===== config.mk =====
export PLATFORM = sky130hd
export DESIGN_NAME = rtp_packet_deframer_top
export DESIGN_NICKNAME = d
export VERILOG_FILES = /design/src/hw/rtl/rtpd_pkg.sv /design/src/hw/rtl/rtpd_parser.sv /design/src/hw/rtl/rtpd_out_fifo.sv /design/src/hw/rtl/rtp_packet_deframer_top.sv
export SDC_FILE = /design/constraint.sdc
export NUM_CORES = 1
export LEC_CHECK = 0
export BUFFER_PORTS_ARGS = -buffer_cell sky130_fd_sc_hd__buf_2
export CAP_MARGIN = 5
export CORE_UTILIZATION = 61
export DETAILED_ROUTE_END_ITERATION = 7
export PLACE_DENSITY = 0.79
export SETUP_SLACK_MARGIN = 0.05
export SLEW_MARGIN = 15
export SYNTH_ARGS = -nofsm -noshare
export SYNTH_HDL_FRONTEND = slang
export SYNTH_SLANG_ARGS = --single-unit

===== constraint.sdc =====
create_clock -name clk -period 7.6 [get_ports clk]
set_input_delay 0.76 -clock clk [delete_from_list [all_inputs] [get_ports clk]]
set_output_delay 0.76 -clock clk [all_outputs]
set_load 0.05 [all_outputs]

===== src/hw/rtl/rtpd_pkg.sv =====
package rtpd_pkg;

	localparam int MAX_PACKET_BYTES  = 65535;
	localparam int FIXED_HDR_BYTES   = 12;
	localparam int POS_W             = $clog2(MAX_PACKET_BYTES + 1);
	localparam int EXT_W             = 18;

	// Result queue: deep enough to take a data word and a summary in the same cycle
	// while earlier words still wait for the receiver.
	localparam int FIFO_DEPTH = 4;
	localparam int PTR_W      = $clog2(FIFO_DEPTH);
	localparam int CNT_W      = $clog2(FIFO_DEPTH + 1);

	localparam logic [2:0] KIND_PAY     = 3'd0;
	localparam logic [2:0] KIND_XDATA   = 3'd1;
	localparam logic [2:0] KIND_CSRC    = 3'd2;
	localparam logic [2:0] KIND_SUMMARY = 3'd3;
	localparam logic [2:0] KIND_XHDR    = 3'd4;

	localparam logic [1:0] STATUS_OK        = 2'd0;
	localparam logic [1:0] STATUS_TRUNCATED = 2'd1;
	localparam logic [1:0] STATUS_BAD_PAD   = 2'd2;

	typedef enum logic [2:0] {
		PH_HDR   = 3'd0,
		PH_CSRC  = 3'd1,
		PH_XHDR  = 3'd2,
		PH_XDATA = 3'd3,
		PH_PAY   = 3'd4
	} phase_t;

	typedef struct packed {
		logic [2:0]  result_kind;
		logic [31:0] data_word;
		logic [1:0]  version;
		logic        marker;
		logic [6:0]  payload_type;
		logic [15:0] sequence_number;
		logic [31:0] timestamp;
		logic [31:0] ssrc;
		logic [3:0]  csrc_count;
		logic        extension_present;
		logic [7:0]  trim_count;
		logic [1:0]  status;
	} result_t;

	// Words handed from the parser to the result queue in the same cycle.
	typedef struct packed {
		logic [1:0] count;
		result_t    first;
		result_t    second;
	} push_t;

endpackage


===== src/hw/rtl/rtpd_parser.sv =====
module rtpd_parser (
	input  logic                 clk,
	input  logic                 arst_n,
	input  logic                 go,
	input  logic [7:0]           data_byte,
	input  logic                 last_byte,
	output rtpd_pkg::push_t      push
);
	import rtpd_pkg::*;

	typedef struct packed {
		phase_t             phase;
		logic [POS_W-1:0]   pos;
		logic [7:0]         first_octet;
		logic [7:0]         second_octet;
		logic [15:0]        seq;
		logic [31:0]        ts;
		logic [31:0]        ssrc;
		logic [31:0]        word_shift;
		logic [3:0]         csrc_rem;
		logic [EXT_W-1:0]   ext_rem;
		logic [15:0]        pay_count;
	} st_t;

	localparam st_t ST_RESET = '{phase: PH_HDR, default: '0};
	localparam logic [POS_W-1:0] POS_MAX  = POS_W'(MAX_PACKET_BYTES);
	localparam logic [POS_W-1:0] POS_HEND = POS_W'(FIXED_HDR_BYTES - 1);

	st_t     cur_q;
	st_t     nxt;
	result_t data_res;
	result_t summ_res;
	logic    data_v;

	always_comb begin
		nxt      = cur_q;
		data_v   = 1'b0;
		data_res = '0;
		summ_res = '0;
		if (go && (cur_q.pos < POS_MAX)) begin
			nxt.word_shift = {cur_q.word_shift[23:0], data_byte};
			case (cur_q.phase)
				PH_HDR: begin
					if (cur_q.pos == POS_W'(0))
						nxt.first_octet = data_byte;
					else if (cur_q.pos == POS_W'(1))
						nxt.second_octet = data_byte;
					else if (cur_q.pos < POS_W'(4))
						nxt.seq = {cur_q.seq[7:0], data_byte};
					else if (cur_q.pos < POS_W'(8))
						nxt.ts = {cur_q.ts[23:0], data_byte};
					else
						nxt.ssrc = {cur_q.ssrc[23:0], data_byte};
					if (cur_q.pos == POS_HEND) begin
						nxt.csrc_rem = cur_q.first_octet[3:0];
						if (cur_q.first_octet[3:0] != 4'd0)
							nxt.phase = PH_CSRC;
						else
							nxt.phase = cur_q.first_octet[4] ? PH_XHDR : PH_PAY;
					end
				end
				PH_CSRC: begin
					if (cur_q.pos[1:0] == 2'b11) begin
						data_v = 1'b1;
						data_res.result_kind = KIND_CSRC;
						data_res.data_word = nxt.word_shift;
						nxt.csrc_rem = cur_q.csrc_rem - 4'd1;
						if (nxt.csrc_rem == 4'd0)
							nxt.phase = cur_q.first_octet[4] ? PH_XHDR : PH_PAY;
					end
				end
				PH_XHDR: begin
					if (cur_q.pos[1:0] == 2'b11) begin
						data_v = 1'b1;
						data_res.result_kind = KIND_XHDR;
						data_res.data_word = nxt.word_shift;
						nxt.ext_rem = {nxt.word_shift[15:0], 2'b00};
						nxt.phase = (nxt.word_shift[15:0] != 16'd0) ? PH_XDATA : PH_PAY;
					end
				end
				PH_XDATA: begin
					data_v = 1'b1;
					data_res.result_kind = KIND_XDATA;
					data_res.data_word = {24'd0, data_byte};
					nxt.ext_rem = cur_q.ext_rem - EXT_W'(1);
					if (nxt.ext_rem == '0)
						nxt.phase = PH_PAY;
				end
				default: begin
					data_v = 1'b1;
					data_res.result_kind = KIND_PAY;
					data_res.data_word = {24'd0, data_byte};
					nxt.pay_count = cur_q.pay_count + 16'd1;
				end
			endcase
			nxt.pos = cur_q.pos + POS_W'(1);
		end

		// The summary reflects the state after this byte has been parsed.
		summ_res.result_kind       = KIND_SUMMARY;
		summ_res.version           = nxt.first_octet[7:6];
		summ_res.marker            = nxt.second_octet[7];
		summ_res.payload_type      = nxt.second_octet[6:0];
		summ_res.sequence_number   = nxt.seq;
		summ_res.timestamp         = nxt.ts;
		summ_res.ssrc              = nxt.ssrc;
		summ_res.csrc_count        = nxt.first_octet[3:0];
		summ_res.extension_present = nxt.first_octet[4];
		if (nxt.phase != PH_PAY)
			summ_res.status = STATUS_TRUNCATED;
		else if (nxt.first_octet[5]) begin
			if ({8'd0, data_byte} > nxt.pay_count)
				summ_res.status = STATUS_BAD_PAD;
			else
				summ_res.trim_count = data_byte;
		end

		if (go && last_byte)
			nxt = ST_RESET;

		push.first  = data_v ? data_res : summ_res;
		push.second = summ_res;
		push.count  = go ? ({1'b0, data_v} + {1'b0, last_byte}) : 2'd0;
	end

	always_ff @(posedge clk or negedge arst_n) begin
		if (!arst_n)
			cur_q <= ST_RESET;
		else
			cur_q <= nxt;
	end

endmodule


===== src/hw/rtl/rtpd_out_fifo.sv =====
module rtpd_out_fifo (
	input  logic              clk,
	input  logic              arst_n,
	input  rtpd_pkg::push_t   push,
	input  logic              pop,
	output logic              room,
	output logic              not_empty,
	output rtpd_pkg::result_t head
);
	import rtpd_pkg::*;

	result_t          mem_q [FIFO_DEPTH];
	logic [PTR_W-1:0] wp_q;
	logic [PTR_W-1:0] rp_q;
	logic [CNT_W-1:0] count_q;

	// Room means two free entries, so a data word and a summary always fit.
	assign room      = count_q <= CNT_W'(FIFO_DEPTH - 2);
	assign not_empty = count_q != '0;
	assign head      = mem_q[rp_q];

	always_ff @(posedge clk) begin
		if (push.count != 2'd0)
			mem_q[wp_q] <= push.first;
		if (push.count == 2'd2)
			mem_q[wp_q + PTR_W'(1)] <= push.second;
	end

	always_ff @(posedge clk or negedge arst_n) begin
		if (!arst_n) begin
			wp_q    <= '0;
			rp_q    <= '0;
			count_q <= '0;
		end else begin
			wp_q    <= wp_q + PTR_W'(push.count);
			rp_q    <= rp_q + PTR_W'(pop);
			count_q <= count_q + CNT_W'(push.count) - CNT_W'(pop);
		end
	end

endmodule


===== src/hw/rtl/rtp_packet_deframer_top.sv =====
// RTP packet deframer.
// Packet bytes enter on the byte channel (data_byte, last_byte, byte_valid,
// byte_stall), one byte per cycle while not stalled, in wire order, the final
// byte of each packet carrying last_byte. The fixed twelve-byte header is
// captured in network order; CSRC words, the extension header word, extension
// data bytes and payload bytes then leave on the result channel (result_valid,
// result_stall) as separate words; the final byte adds a packet summary word.
// A byte accepted on the byte channel is held in an input register, then
// parsed into a four-entry result queue once the queue has room, and its
// result words are offered from the head of the queue.
// Throughput is one byte per cycle while the result queue has room; the
// summary word that each packet adds is absorbed by the result queue.
// The byte channel stalls only when the result queue has fewer than two free
// entries, so a stalled receiver backs the stall up to the sender after the
// queue and the input register have filled; no word is lost or repeated.
// Asynchronous reset clears the parser to the start of a packet and empties
// the queue; the parser also returns to that state after every summary.
module rtp_packet_deframer_top (
	input  logic        clk,
	input  logic        arst_n,
	input  logic [7:0]  data_byte,
	input  logic        last_byte,
	input  logic        byte_valid,
	output logic        byte_stall,
	output logic [2:0]  result_kind,
	output logic [31:0] data_word,
	output logic [1:0]  version,
	output logic        marker,
	output logic [6:0]  payload_type,
	output logic [15:0] sequence_number,
	output logic [31:0] timestamp,
	output logic [31:0] ssrc,
	output logic [3:0]  csrc_count,
	output logic        extension_present,
	output logic [7:0]  trim_count,
	output logic [1:0]  status,
	output logic        result_valid,
	input  logic        result_stall
);
	import rtpd_pkg::*;

	logic    valid_s1;
	logic    last_s1;
	logic [7:0] byte_s1;
	logic    room;
	logic    advance;
	logic    pop;
	push_t   push;
	result_t head;

	// The held byte moves on whenever the queue can take both of its words.
	assign advance    = valid_s1 && room;
	assign byte_stall = valid_s1 && !room;

	always_ff @(posedge clk or negedge arst_n) begin
		if (!arst_n)
			valid_s1 <= 1'b0;
		else if (!byte_stall)
			valid_s1 <= byte_valid;
	end

	always_ff @(posedge clk) begin
		if (!byte_stall && byte_valid) begin
			byte_s1 <= data_byte;
			last_s1 <= last_byte;
		end
	end

	rtpd_parser u_parser (
		.clk       (clk),
		.arst_n    (arst_n),
		.go        (advance),
		.data_byte (byte_s1),
		.last_byte (last_s1),
		.push      (push)
	);

	assign pop = result_valid && !result_stall;

	rtpd_out_fifo u_fifo (
		.clk       (clk),
		.arst_n    (arst_n),
		.push      (push),
		.pop       (pop),
		.room      (room),
		.not_empty (result_valid),
		.head      (head)
	);

	assign result_kind       = head.result_kind;
	assign data_word         = head.data_word;
	assign version           = head.version;
	assign marker            = head.marker;
	assign payload_type      = head.payload_type;
	assign sequence_number   = head.sequence_number;
	assign timestamp         = head.timestamp;
	assign ssrc              = head.ssrc;
	assign csrc_count        = head.csrc_count;
	assign extension_present = head.extension_present;
	assign trim_count        = head.trim_count;
	assign status            = head.status;

endmodule

Word level (Yosys, flattened, before mapping). Memory sizes are Yosys's and may differ from the RTL's. Cells that the tools add are included.

Flip-flop bits (word level): 194. Latch bits: 0. RAM bits: 560. Memory bits (read-only): 0. Memories: 1.

Add/subtract/negate cells: 10. $mul: 0. Div/mod/pow operators: 0. Order comparisons: 5. Eq/ne operators: 11. Shift operators: 0. Muxes and demuxes: 44. Bitwise gates (word level): 0. Reductions and logical operators: 24.

Memories: u_fifo.mem_q (words 4, bits a word 140, rd ports 1, clocked after Yosys merged registers in 0, wr ports 2, line rtpd_out_fifo.sv:12) `result_t mem_q [FIFO_DEPTH];`.

Operators by type and width (count): 185-bit 2-to-1 mux (2); 140-bit 2-to-1 mux (1); 35-bit one-hot mux with 4 select lines (1); 96-bit 2-to-1 mux (1); 88-bit 2-to-1 mux (1); 80-bit 2-to-1 mux (1); 35-bit 2-to-1 mux (2); 32-bit 2-to-1 mux (2); 64-bit 2-to-1 mux (1); 18-bit one-hot mux with 2 select lines (1); 34-bit 2-to-1 mux (1); 16-bit by 1-bit adder with 16-bit output (second input constant) (2); 16-bit 2-to-1 mux (2); 8-bit 2-to-1 mux (4); 3-bit 2-to-1 mux (8); 18-bit zero test (1); 18-bit 2-to-1 mux (1); 18-bit by 1-bit subtractor with 18-bit output (second input constant) (1); 16-bit by 1-bit equality test with 1-bit output (second input constant) (1); 16-bit by 4-bit equality test with 1-bit output (second input constant) (1); 8-bit by 16-bit greater-than comparator with 1-bit output (1); 16-bit zero test (1); 16-bit less-than comparator (second input constant) (1); 16-bit by 3-bit less-than comparator with 1-bit output (second input constant) (1); other kinds (33) (55).

Longest topological paths before layout. Gate-level depths: netlist of the first run.

Depth in word-level cells: 12. Mapped depth: 17. Depth with buffers taken out: 15.

Cells and area by module. From an unflattened synthesis of the first run, not the netlist that was laid out.

Cell total of the unflattened synthesis: 2618. Area total of the unflattened synthesis: 38777.2 µm².

Modules (own cells, without submodules): rtpd_out_fifo (times used 1, cells an instance 1394, area an instance 28011.9 µm²); rtpd_parser (times used 1, cells an instance 1208, area an instance 10425.0 µm²); rtp_packet_deframer_top (times used 1, cells an instance 16, area an instance 340.3 µm²).

Least setup slack after synthesis of the first run. Ideal clock, no wire load.

Kind: register -> register. Start: register u_parser.cur_q[166] in the netlist's numbering. End: memory u_fifo.mem_q[3][65] in the netlist's numbering, data pin. Setup time: 0.141 ns. Arrival: 5.327 ns. Required time: 7.459 ns. Slack: 2.131 ns. Stages on the path, launching flop included: 17. Buffers on the path: 4. Period minus slack after synthesis: 5.469 ns. Cell sequence: dfrtp_1 -> ha_1 -> clkbuf_1 -> a211oi_1 -> nor4bb_1 -> nand2_1 -> inv_1 -> ha_1 -> clkbuf_1 -> mux2i_1 -> nor2_1 -> nand2_1 -> inv_1 -> nand2_1 -> clkbuf_1 -> buf_1 -> nor2_1.

RTL lines: start, declared (line rtpd_parser.sv:29) `st_t cur_q;`; start signal, assigned (line rtpd_parser.sv:130) `cur_q <= nxt;`; end, declared (line rtpd_out_fifo.sv:12).

==> impl_metrics.ini, run 1 <==
[yosys]
syn_avg_cell_area_um2 = 13.3
netlist_top_cells_count = nor2_1 (558), edfxtp_1 (429), dfrtp_1 (185)
ys_ff_latch = 754
synth_edf_count = 429
synth_top_cell_area_share_pct = 40.7
yosys.cell_types.count = 70
synthMuxAreaShare_pct = 13.1
synth_area_leader_cell = edfxtp_1
synth_top_family_by_area = multiplexers
synthSimpleGateAreaFrac_pct = 11.6
syn_inst = 2377
netlist_area_mm2 = 0.0317
yosysSeqAreaShare_pct = 64.1
yosysMostFrequentCell = nor2_1
synthFlopType = edfxtp_1
async_flop_share_pct = 24.5
synth_xor_area_share_pct = 1.11
yosys-top-cells-area = edfxtp_1 (41%), dfrtp_1 (15%), mux4_2 (10%), dfxtp_1 (8.8%), nor2_1 (6.6%)
yosys_warnings = 0
yosys.area_share.adder_pct = 0.932
synth-compound-area-share_pct = 6.68
syn-num-nets = 2413

[floorplanning]
rows = 83
core_mm2 = 0.0513
die_height_um = 230
ios = 155
die_x_um = 230
dieArea_mm2 = 0.0529
initial_core_util_pct = 61.8

[detailed_routing]
dr.pass1.iters = 5
routed_wl_mm = 77.5
drt_iter0_markers = 2346
vias = 20800
wl_per_cell_um = 24.1
drc = 0
antenna_left = 0
viasPerCell = 6.46

[pwr]
vdd.ir_drop.worst_v = 0.000334
pwr_density_cell_mw_per_mm2 = 395
pwr-share-seq_pct = 37.9
switchingPower_mw = 5.61
p_comb_share_pct = 37.0
swShare_pct = 40.2
p_int_mw = 8.36
pwr-share-clk_pct = 25.1
leakage_nw = 12.8

[finish]
area_delta_synth_final_pct = 11.5
final_util_pct = 68.9
final_nets = 2510
drive_above_1_share_pct = 18.5
antennaDiodeCount = 0

[grt]
overflow = 0
grt_max_degree = 82
grt_first_pass_wirelength_mm = 121
grt_util_all_layers_pct = 29.8
antenna_found_initial = 0
grt_pass1_vias = 21100

[sta]
tightest_slew_ns = 1.13
slew_headroom_pct = 24.9
skew_ns = 0.0185
fin_tns_setup_ns = 0
period_share_pct = 69.2
grt_setup_unrepaired = no
hold_violations = 0
fmax_ghz = 0.190
setup_viol = 0
holdWs_ns = 0.158
maxSlewViolCount = 0
period_minus_slack_ns = 5.26

[critical_path]
worst-endpoint-arrival_ns = 5.52
crit_required_ns = 7.86
cp-start-kind = register
crit_fanout = 60
worstSetupEndpointType = register
max_stage_delay_ns = 0.99
worstPathCellList = ha_1 > and3_1 > nand4_1 > nand2_1 > inv_1 > ha_1 > nor3_1 > o21ai_0 > nand2_1 > nand2_2 > inv_4 > buf_4
critPathKind = reg -> reg
critPathSlowestCell = inv_4

[clock_tree]
hold_buffers = 0
cts_inserted_buffers = 74
htree_levels = 3
clkSlewWorstSetupHoldPaths_ns = 0.06
cts.repair.resized = 0
clock_path_buffers = 3
clock_sinks = 754
clock_latency_ns = 0.61
clock-root-buffer = clkbuf_16
cts_tree = done
post_cts_buffers = 0

[placement]
io_buffers = 154
place.gp.congestion = 0.928
dp_hpwl_mm = 44.7

[job]
cap_violations = 0

[min_path]
hold_path.class = in -> async

[status]
outcome = completed
==> area by class of cell <==
class	instances	area (um2)
flip-flops and latches	754	20300
fillers	3460	16000
multi-input cells	1423	10600
clock buffers	108	2110
repair buffers	195	1110
well taps	680	851
clock inverters	26	184
inverters	26	108
==> layout by cell type (no fill, tap or decap), drive strengths merged, types with 17 or more instances in the layout <==
master,synthesis,routed
a21oi,36,36
inv,26,30
xor2,17,17
dfrtp,185,185
clkbuf,127,109
mux4,140,140
nand3,36,36
clkinv,0,19
nor4,31,31
nor2,559,559
xnor2,23,23
dfxtp,140,140
a22o,153,153
o21ai,57,57
edfxtp,429,429
buf,47,194
mux2i,100,100
ha,22,22
nand2,71,71
nor3,49,49
==> metal layers <==
| layer | GRT usage, % | wire [um] | vias to the layer above |
|---|---|---|---|
| met3 | 4.34 | 6980 | 132 |
| met4 | 10.3 | 2100 | 0 |
| met5 | 0 | 0 | - |
| met2 | 48.6 | 38400 | 1118 |
| li1 | - | - | 8982 |
| met1 | 41.3 | 30000 | 10500 |
==> power groups by stage <==
| stage | Clock, mW | Sequential, mW | Combinational, mW |
|---|---|---|---|
| floorplan | 0 | 5.13 | 4.01 |
| global placement | 0 | 5.32 | 5.09 |
| detailed placement | 0 | 5.36 | 5.14 |
| CTS | 3.53 | 5.28 | 5.16 |
| global route | 3.70 | 5.34 | 5.44 |
| finish | 3.51 | 5.30 | 5.17 |
==> cell families (layout without fill, tap and decap cells) <==
group                      after synthesis  after routing
muxes                                  240            240
xor gates and xnor gates                40             40
and+or+nand+nor                        836            836
adders and majority gates               23             23
AOI/OAI and AO/OA                      284            284
DFF                                    754            754
buffers and inverters                  200            355
==> path summary, 6_finish.rpt <==
check,from,slack [ns],cells after the start,to
min in group clk,data_byte[3],0.33,1,byte_s1[3]$_DFFE_PP_
min reg2reg,u_fifo.mem_q[2][139]$_SDFFE_PP0P_,0.45,2,u_fifo.mem_q[2][139]$_SDFFE_PP0P_
max,u_parser.cur_q[166]$_DFFE_PN0P_,2.34,12,u_fifo.mem_q[0][90]$_DFFE_PP_
max reg2reg,u_parser.cur_q[166]$_DFFE_PN0P_,2.34,12,u_fifo.mem_q[0][90]$_DFFE_PP_
max in group asynchronous,arst_n,6.05,2,u_fifo.rp_q[1]$_DFF_PN0_
min,arst_n,0.16,1,u_parser.cur_q[54]$_DFFE_PN0P_
==> per-stage QoR <==
stage | std cells | worst slack (ns) | total power [mW] | instance area [um2]
after floorplan | 2377 | 2.13 | 9.14 | 31700
after global placement | 3078 | 2.64 | 10.4 | 33000
after detailed placement | 3078 | 2.50 | 10.5 | 33000
after CTS | 3212 | 2.48 | 14.0 | 35300
after global routing | 3212 | 2.05 | 14.5 | 35300
final | 3212 | 2.34 | 14.0 | 35300
==> critical path: cells and delay by family, from the launching register on <==
kind / cells / cell delay (ns)
buf+inv: 3 / 1.65
simple gates: 6 / 1.81
flops: 1 / 0.43
compound gates: 1 / 0.10
fa+ha+maj: 2 / 0.86
==> state kept, by name, summed over array words and instances, names as in the netlist <==
| signal | count |
|---|---|
| u_fifo.mem_q | 560 |
| u_parser.cur_q | 177 |
| byte_s1 | 8 |
| u_fifo.count_q | 3 |
| u_fifo.rp_q | 2 |
| u_fifo.wp_q | 2 |
| last_s1 | 1 |
| valid_s1 | 1 |
(Power assumes the default switching activity.)
==> run 2: changes to the inputs <==
--- a/config.mk
+++ b/config.mk
@@ -7,9 +7,9 @@
 export LEC_CHECK = 0
 export BUFFER_PORTS_ARGS = -buffer_cell sky130_fd_sc_hd__buf_2
 export CAP_MARGIN = 5
-export CORE_UTILIZATION = 61
+export CORE_UTILIZATION = 55
 export DETAILED_ROUTE_END_ITERATION = 7
-export PLACE_DENSITY = 0.79
+export PLACE_DENSITY = 0.76
 export SETUP_SLACK_MARGIN = 0.05
 export SLEW_MARGIN = 15
 export SYNTH_ARGS = -nofsm -noshare
==> constraint.sdc (replaced) <==
create_clock -name clk -period 4.3 [get_ports clk]
set_input_delay 0.43 -clock clk [delete_from_list [all_inputs] [get_ports clk]]
set_output_delay 0.43 -clock clk [all_outputs]
set_load 0.05 [all_outputs]
==> run 2 against run 1 <==
- first-iteration DRC count down 17%
- die area increased by 11%
- non-clock buffer count grew 24
- sequential share of layout area decreased by 1.1 points
- clock-buffer cell count rose by 2
- register-to-register slack worse by 2.0 ns
- largest cell class unchanged
- global-route usage shrank 2.9 points
==> impl_metrics.ini, run 2 (synthesis results as in run 1) <==
[critical_path]
critPathKind = reg -> reg
cp-start-kind = register
crit_fanout = 32
worstSetupEndpointType = register
worst-endpoint-arrival_ns = 4.31
crit_required_ns = 4.63

[placement]
dp_hpwl_mm = 44.6
io_buffers = 154
dp_slack_ns = 0.273
place.gp.congestion = 0.857
placed_cell_area_mm2 = 0.0334

[clock_tree]
htree_levels = 3
cts_tree = done
cts_inserted_buffers = 76
clock_path_buffers = 3
clock-root-buffer = clkbuf_16
clock_latency_ns = 0.62
clock_sinks = 754
clkSlewWorstSetupHoldPaths_ns = 0.06
post_cts_buffers = 0

[sta]
fmax_ghz = 0.252
setup_ws_ns = 0.326
hold_violations = 0
setup_viol = 0
tightest_slew_ns = 0.987
period_share_pct = 92.4
slew_headroom_pct = 34.2
maxSlewViolCount = 0
period_minus_slack_ns = 3.97
grt_setup_unrepaired = no
skew_ns = 0.0127
fin_tns_setup_ns = 0

[grt]
grt_first_pass_wirelength_mm = 122
grt_util_all_layers_pct = 26.8
grt_max_degree = 108
overflow = 0
grt_pass1_vias = 21200
antenna_found_initial = 1

[finish]
regMostFlops = u_fifo.mem_q
layout_commonest_cell = nor2_1
drive_above_1_share_pct = 19.5
design_area_mm2 = 0.0361
nFillCells = 4103
antennaDiodeCount = 0
mostFrequentLayoutCells = nor2_1 (558), edfxtp_1 (429), dfrtp_1 (183), a22o_1 (153), buf_2 (153)
area_delta_synth_final_pct = 13.8
reg_top3 = u_fifo.mem_q x560, u_parser.cur_q x177, byte_s1 x8
largest_reg_flops = 560
final_nets = 2536

[detailed_routing]
wl_per_cell_um = 23.5
drc = 0
vias = 20700
routed_wl_mm = 78.1
viasPerCell = 6.23
antenna_left = 0
dr.pass1.iters = 5
drt_iter0_markers = 1936

[floorplanning]
rows = 87
initial_core_util_pct = 56.0
die_x_um = 242
ios = 155
die_height_um = 242
core_mm2 = 0.0566
dieArea_mm2 = 0.0586

[pwr]
pwr_density_cell_mw_per_mm2 = 702
power_mw = 25.3
vdd.ir_drop.worst_v = 0.000514
leakage_nw = 13.0

[status]
outcome = completed

[min_path]
hold_path.class = in -> reg

[job]
cap_violations = 0
## run 2: changes by cell type in the layout (fill, tap and decap cells not counted), sizes merged
cell / previous run / this run
buf: 194 / 208
bufinv: 1 / 5
clkbuf: 109 / 111
clkinv: 19 / 22
clkinvlp: 2 / 6
dlygate4sd3: 0 / 10
inv: 30 / 25
## run 2: per-layer routing
layer	global-route usage [%]	up-vias	share of wire, %
met4	8.77	2	2.5
li1	-	9026	-
met1	36.9	10500	40
met5	0	-	0.010
met3	4.45	118	8.3
met2	43.9	980	49
## run 2: repair_timing
item,CTS,global route
setup endpoints to repair,0,32
hold buffers,10,0
endpoints found under the hold margin,92,0
gates resized for setup,0,1
## run 2: worst paths after layout
kind	start	slack [ns]	cells past startpoint	end
hold / removal	byte_valid	0.09	2	valid_s1$_DFFE_PN0N_
setup reg to reg	u_parser.cur_q[172]$_DFFE_PN0P_	0.33	14	u_fifo.mem_q[2][9]$_DFFE_PP_
max in group asynchronous	arst_n	2.94	3	u_parser.cur_q[127]$_DFF_PN0_
hold reg to reg	u_fifo.mem_q[2][139]$_SDFFE_PP0P_	0.45	2	u_fifo.mem_q[2][139]$_SDFFE_PP0P_
setup / recovery	u_parser.cur_q[172]$_DFFE_PN0P_	0.33	14	u_fifo.mem_q[2][9]$_DFFE_PP_
min in group asynchronous	arst_n	0.40	2	u_parser.cur_q[50]$_DFFE_PN0P_
## run 2: cell type report
| type | instances | area [um2] | share of cell area (%) |
|---|---|---|---|
| sequential | 754 | 20300 | 56.4 |
| multi-input combinational | 1423 | 10700 | 29.6 |
| clock buffer | 110 | 2220 | 6.17 |
| timing repair buffer | 219 | 1460 | 4.04 |
| tap | 756 | 946 | 2.62 |
| clock inverter | 32 | 319 | 0.885 |
| inverter | 26 | 113 | 0.312 |
## run 2: where the power goes
part           total, mW  switching, mW  internal, mW  leakage (nW)
sequential          9.36          0.765          8.59          7.67
clock               6.67           2.75          3.92          1.25
combinational       9.27           6.48          2.79          4.10
total               25.3           10.0          15.3          13.0
## run 2: through the flow
stage               hold WS (ns)  util, %  std cells
finish                    0.0866     63.7       3320
global route              0.0936     63.7       3320
CTS                       0.0545     63.7       3320
detailed placement         0.439     59.0       3168
global placement           0.435     59.0       3168
floorplan                  0.134        -       2377
## run 2: critical path: stages (launching register included)
cell	delay, ns
dfrtp_1	0.46
and4_1	0.38
nand4_1	0.17
nand2_1	0.28
nor2_1	0.12
and3_1	0.21
xnor2_1	0.15
ha_1	0.32
nand4_1	0.12
o21bai_1	0.17
a22o_1	0.23
nor4_2	0.47
and2_1	0.19
buf_4	0.31
nor4_1	0.11
==> run 3: changes to the inputs <==
--- a/config.mk
+++ b/config.mk
@@ -5,11 +5,11 @@
 export SDC_FILE = /design/constraint.sdc
 export NUM_CORES = 1
 export LEC_CHECK = 0
-export BUFFER_PORTS_ARGS = -buffer_cell sky130_fd_sc_hd__buf_2
 export CAP_MARGIN = 5
-export CORE_UTILIZATION = 55
+export CORE_UTILIZATION = 57
 export DETAILED_ROUTE_END_ITERATION = 7
-export PLACE_DENSITY = 0.76
+export DONT_BUFFER_PORTS = 1
+export PLACE_DENSITY = 0.75
 export SETUP_SLACK_MARGIN = 0.05
 export SLEW_MARGIN = 15
 export SYNTH_ARGS = -nofsm -noshare
==> run 3 against run 2 <==
- the run now ends with hold timing left
- routed wire length fell by 2.1%
- clock skew rose by 0.0050 ns
- via count fell by 4.2%
- setup slack improved by 0.094 ns
- non-clock buffer count fell by 151
- clock-buffer cell count rose by 7
- cell area fell by 2.0%
- sequential power rose by 0.5%
- power fell by 2.2%
- critical path depth did not move
- global-route usage rose by 0.61 points
- critical path type unchanged
- largest cell class unchanged
==> impl_metrics.ini, run 3 (synthesis results as in run 1) <==
[pwr]
power_mw = 24.8
pwr_density_cell_mw_per_mm2 = 701
leakage_nw = 12.4
vdd.ir_drop.worst_v = 0.000532

[grt]
grt_util_all_layers_pct = 27.5
overflow = 0
grt_first_pass_wirelength_mm = 118
antenna_found_initial = 0
grt_max_degree = 186
grt_pass1_vias = 20000

[sta]
fin_tns_setup_ns = 0
skew_ns = 0.0178
maxSlewViolCount = 0
grt_setup_unrepaired = no
tightest_slew_ns = 1.04
setup_ws_ns = 0.420
slew_headroom_pct = 30.9
period_minus_slack_ns = 3.88
holdWs_ns = -0.475
hold_violations = 185
setup_viol = 0
fmax_ghz = 0.258
period_share_pct = 90.2

[placement]
placed_cell_area_mm2 = 0.0327
place.gp.congestion = 0.874
dp_slack_ns = 0.395
io_buffers = 0
dp_hpwl_mm = 43.8

[critical_path]
endpoint = u_fifo.mem_q[2][8]$_DFFE_PP_
worst-endpoint-arrival_ns = 4.22
crit_fanout = 32
r2r-end = u_fifo.mem_q[2][8]$_DFFE_PP_
crit_required_ns = 4.64
critPathKind = reg -> reg
ff2ff_path_depth = 14
cp-start-kind = register
worst-r2r-setup-slack_ns = 0.42
reg2reg_from = u_fifo.count_q[0]$_DFF_PN0_
crit_path_start = u_fifo.count_q[0]$_DFF_PN0_
worstSetupEndpointType = register

[detailed_routing]
vias = 19800
routed_wl_mm = 76.5
dr.pass1.iters = 5
drt_iter0_markers = 1816
viasPerCell = 6.27
antenna_left = 0
wl_per_cell_um = 24.2
drc = 0

[finish]
antennaDiodeCount = 0
regMostFlops = u_fifo.mem_q
largest_reg_flops = 560
layout_commonest_cell = nor2_1
final_nets = 2384
area_delta_synth_final_pct = 11.5
design_area_mm2 = 0.0353
drive_above_1_share_pct = 14.1
mostFrequentLayoutCells = nor2_1 (558), edfxtp_1 (429), dfrtp_1 (183), a22o_1 (153)
reg_top3 = u_fifo.mem_q x560, u_parser.cur_q x177, byte_s1 x8

[floorplanning]
ios = 155
core_mm2 = 0.0550
dieArea_mm2 = 0.0565
initial_core_util_pct = 57.6
die_x_um = 238
die_height_um = 238
rows = 86

[min_path]
hold_path.class = in -> async

[clock_tree]
clock_sinks = 754
clkSlewWorstSetupHoldPaths_ns = 0.06
clock_latency_ns = 0.62
cts_inserted_buffers = 75
clock_path_buffers = 3
post_cts_buffers = 0
hold_buffers = 10
cts_tree = done
htree_levels = 3
clock-root-buffer = clkbuf_16

[status]
outcome = finished with violations
violations = hold timing

[job]
cap_violations = 0
-- run 3: changes by cell type in the layout (fill, tap and decap cells not counted), sizes merged --
cell and change:
inv +1, buf -150, clkbuf +6, clkinv -10
-- run 3: per-stage QoR --
step | utilization (%) | cells
final | 64.2 | 3159
after global routing | 64.2 | 3159
after CTS | 64.2 | 3159
after detailed placement | 59.5 | 3009
after global placement | 59.5 | 3009
after floorplan | - | 2377
-- run 3: critical path, stage by stage, from the launching register on --
cell	delay, ns
dfrtp_1	0.42
a21oi_2	0.33
and3_1	0.33
nand2_1	0.22
nor2_1	0.22
and3_1	0.19
xnor2_1	0.08
ha_1	0.31
nand4_1	0.12
o21bai_1	0.17
a22o_1	0.23
nor4_1	0.37
and2_1	0.18
buf_4	0.32
nor4_1	0.10
-- run 3: worst min-delay path by stage --
stage / endpoint / slack [ns] / depth (start not counted)
after detailed placement: u_parser.cur_q[20]$_DFFE_PN0P_ / 0.15 / 0
after global placement: u_parser.cur_q[20]$_DFFE_PN0P_ / 0.15 / 0
after floorplan: u_fifo.count_q[0]$_DFF_PN0_ / 0.13 / 0
after global routing: u_parser.cur_q[21]$_DFFE_PN0P_ / -0.50 / 0
after CTS: u_fifo.rp_q[1]$_DFF_PN0_ / -0.51 / 0
final: u_parser.cur_q[20]$_DFFE_PN0P_ / -0.48 / 0
-- run 3: area by class of cell --
class,instances,area [um2]
Clock buffer,117,2240
Clock inverter,23,274
Fill cell,3903,19700
Inverter,26,113
Multi-Input combinational cell,1423,10700
Sequential cell,754,20300
Tap cell,748,936
Timing Repair Buffer,68,773
-- run 3: what timing repair did --
item                       CTS  global route
gates resized for setup      0             1
setup endpoints to repair    0            32
hold endpoints to repair   195           185
-- run 3: power breakdown --
| group | internal [mW] | switching [mW] |
|---|---|---|
| Combinational | 2.46 | 6.25 |
| Clock | 3.90 | 2.74 |
| Sequential | 8.59 | 0.817 |
-- run 3: metal layers --
layer	global-route usage, %	routed length, um	vias up
li1	-	-	8718
met1	37.0	30700	10200
met2	45.2	37900	806
met3	5.03	5830	121
met4	9.35	1990	0
met5	0	0	-
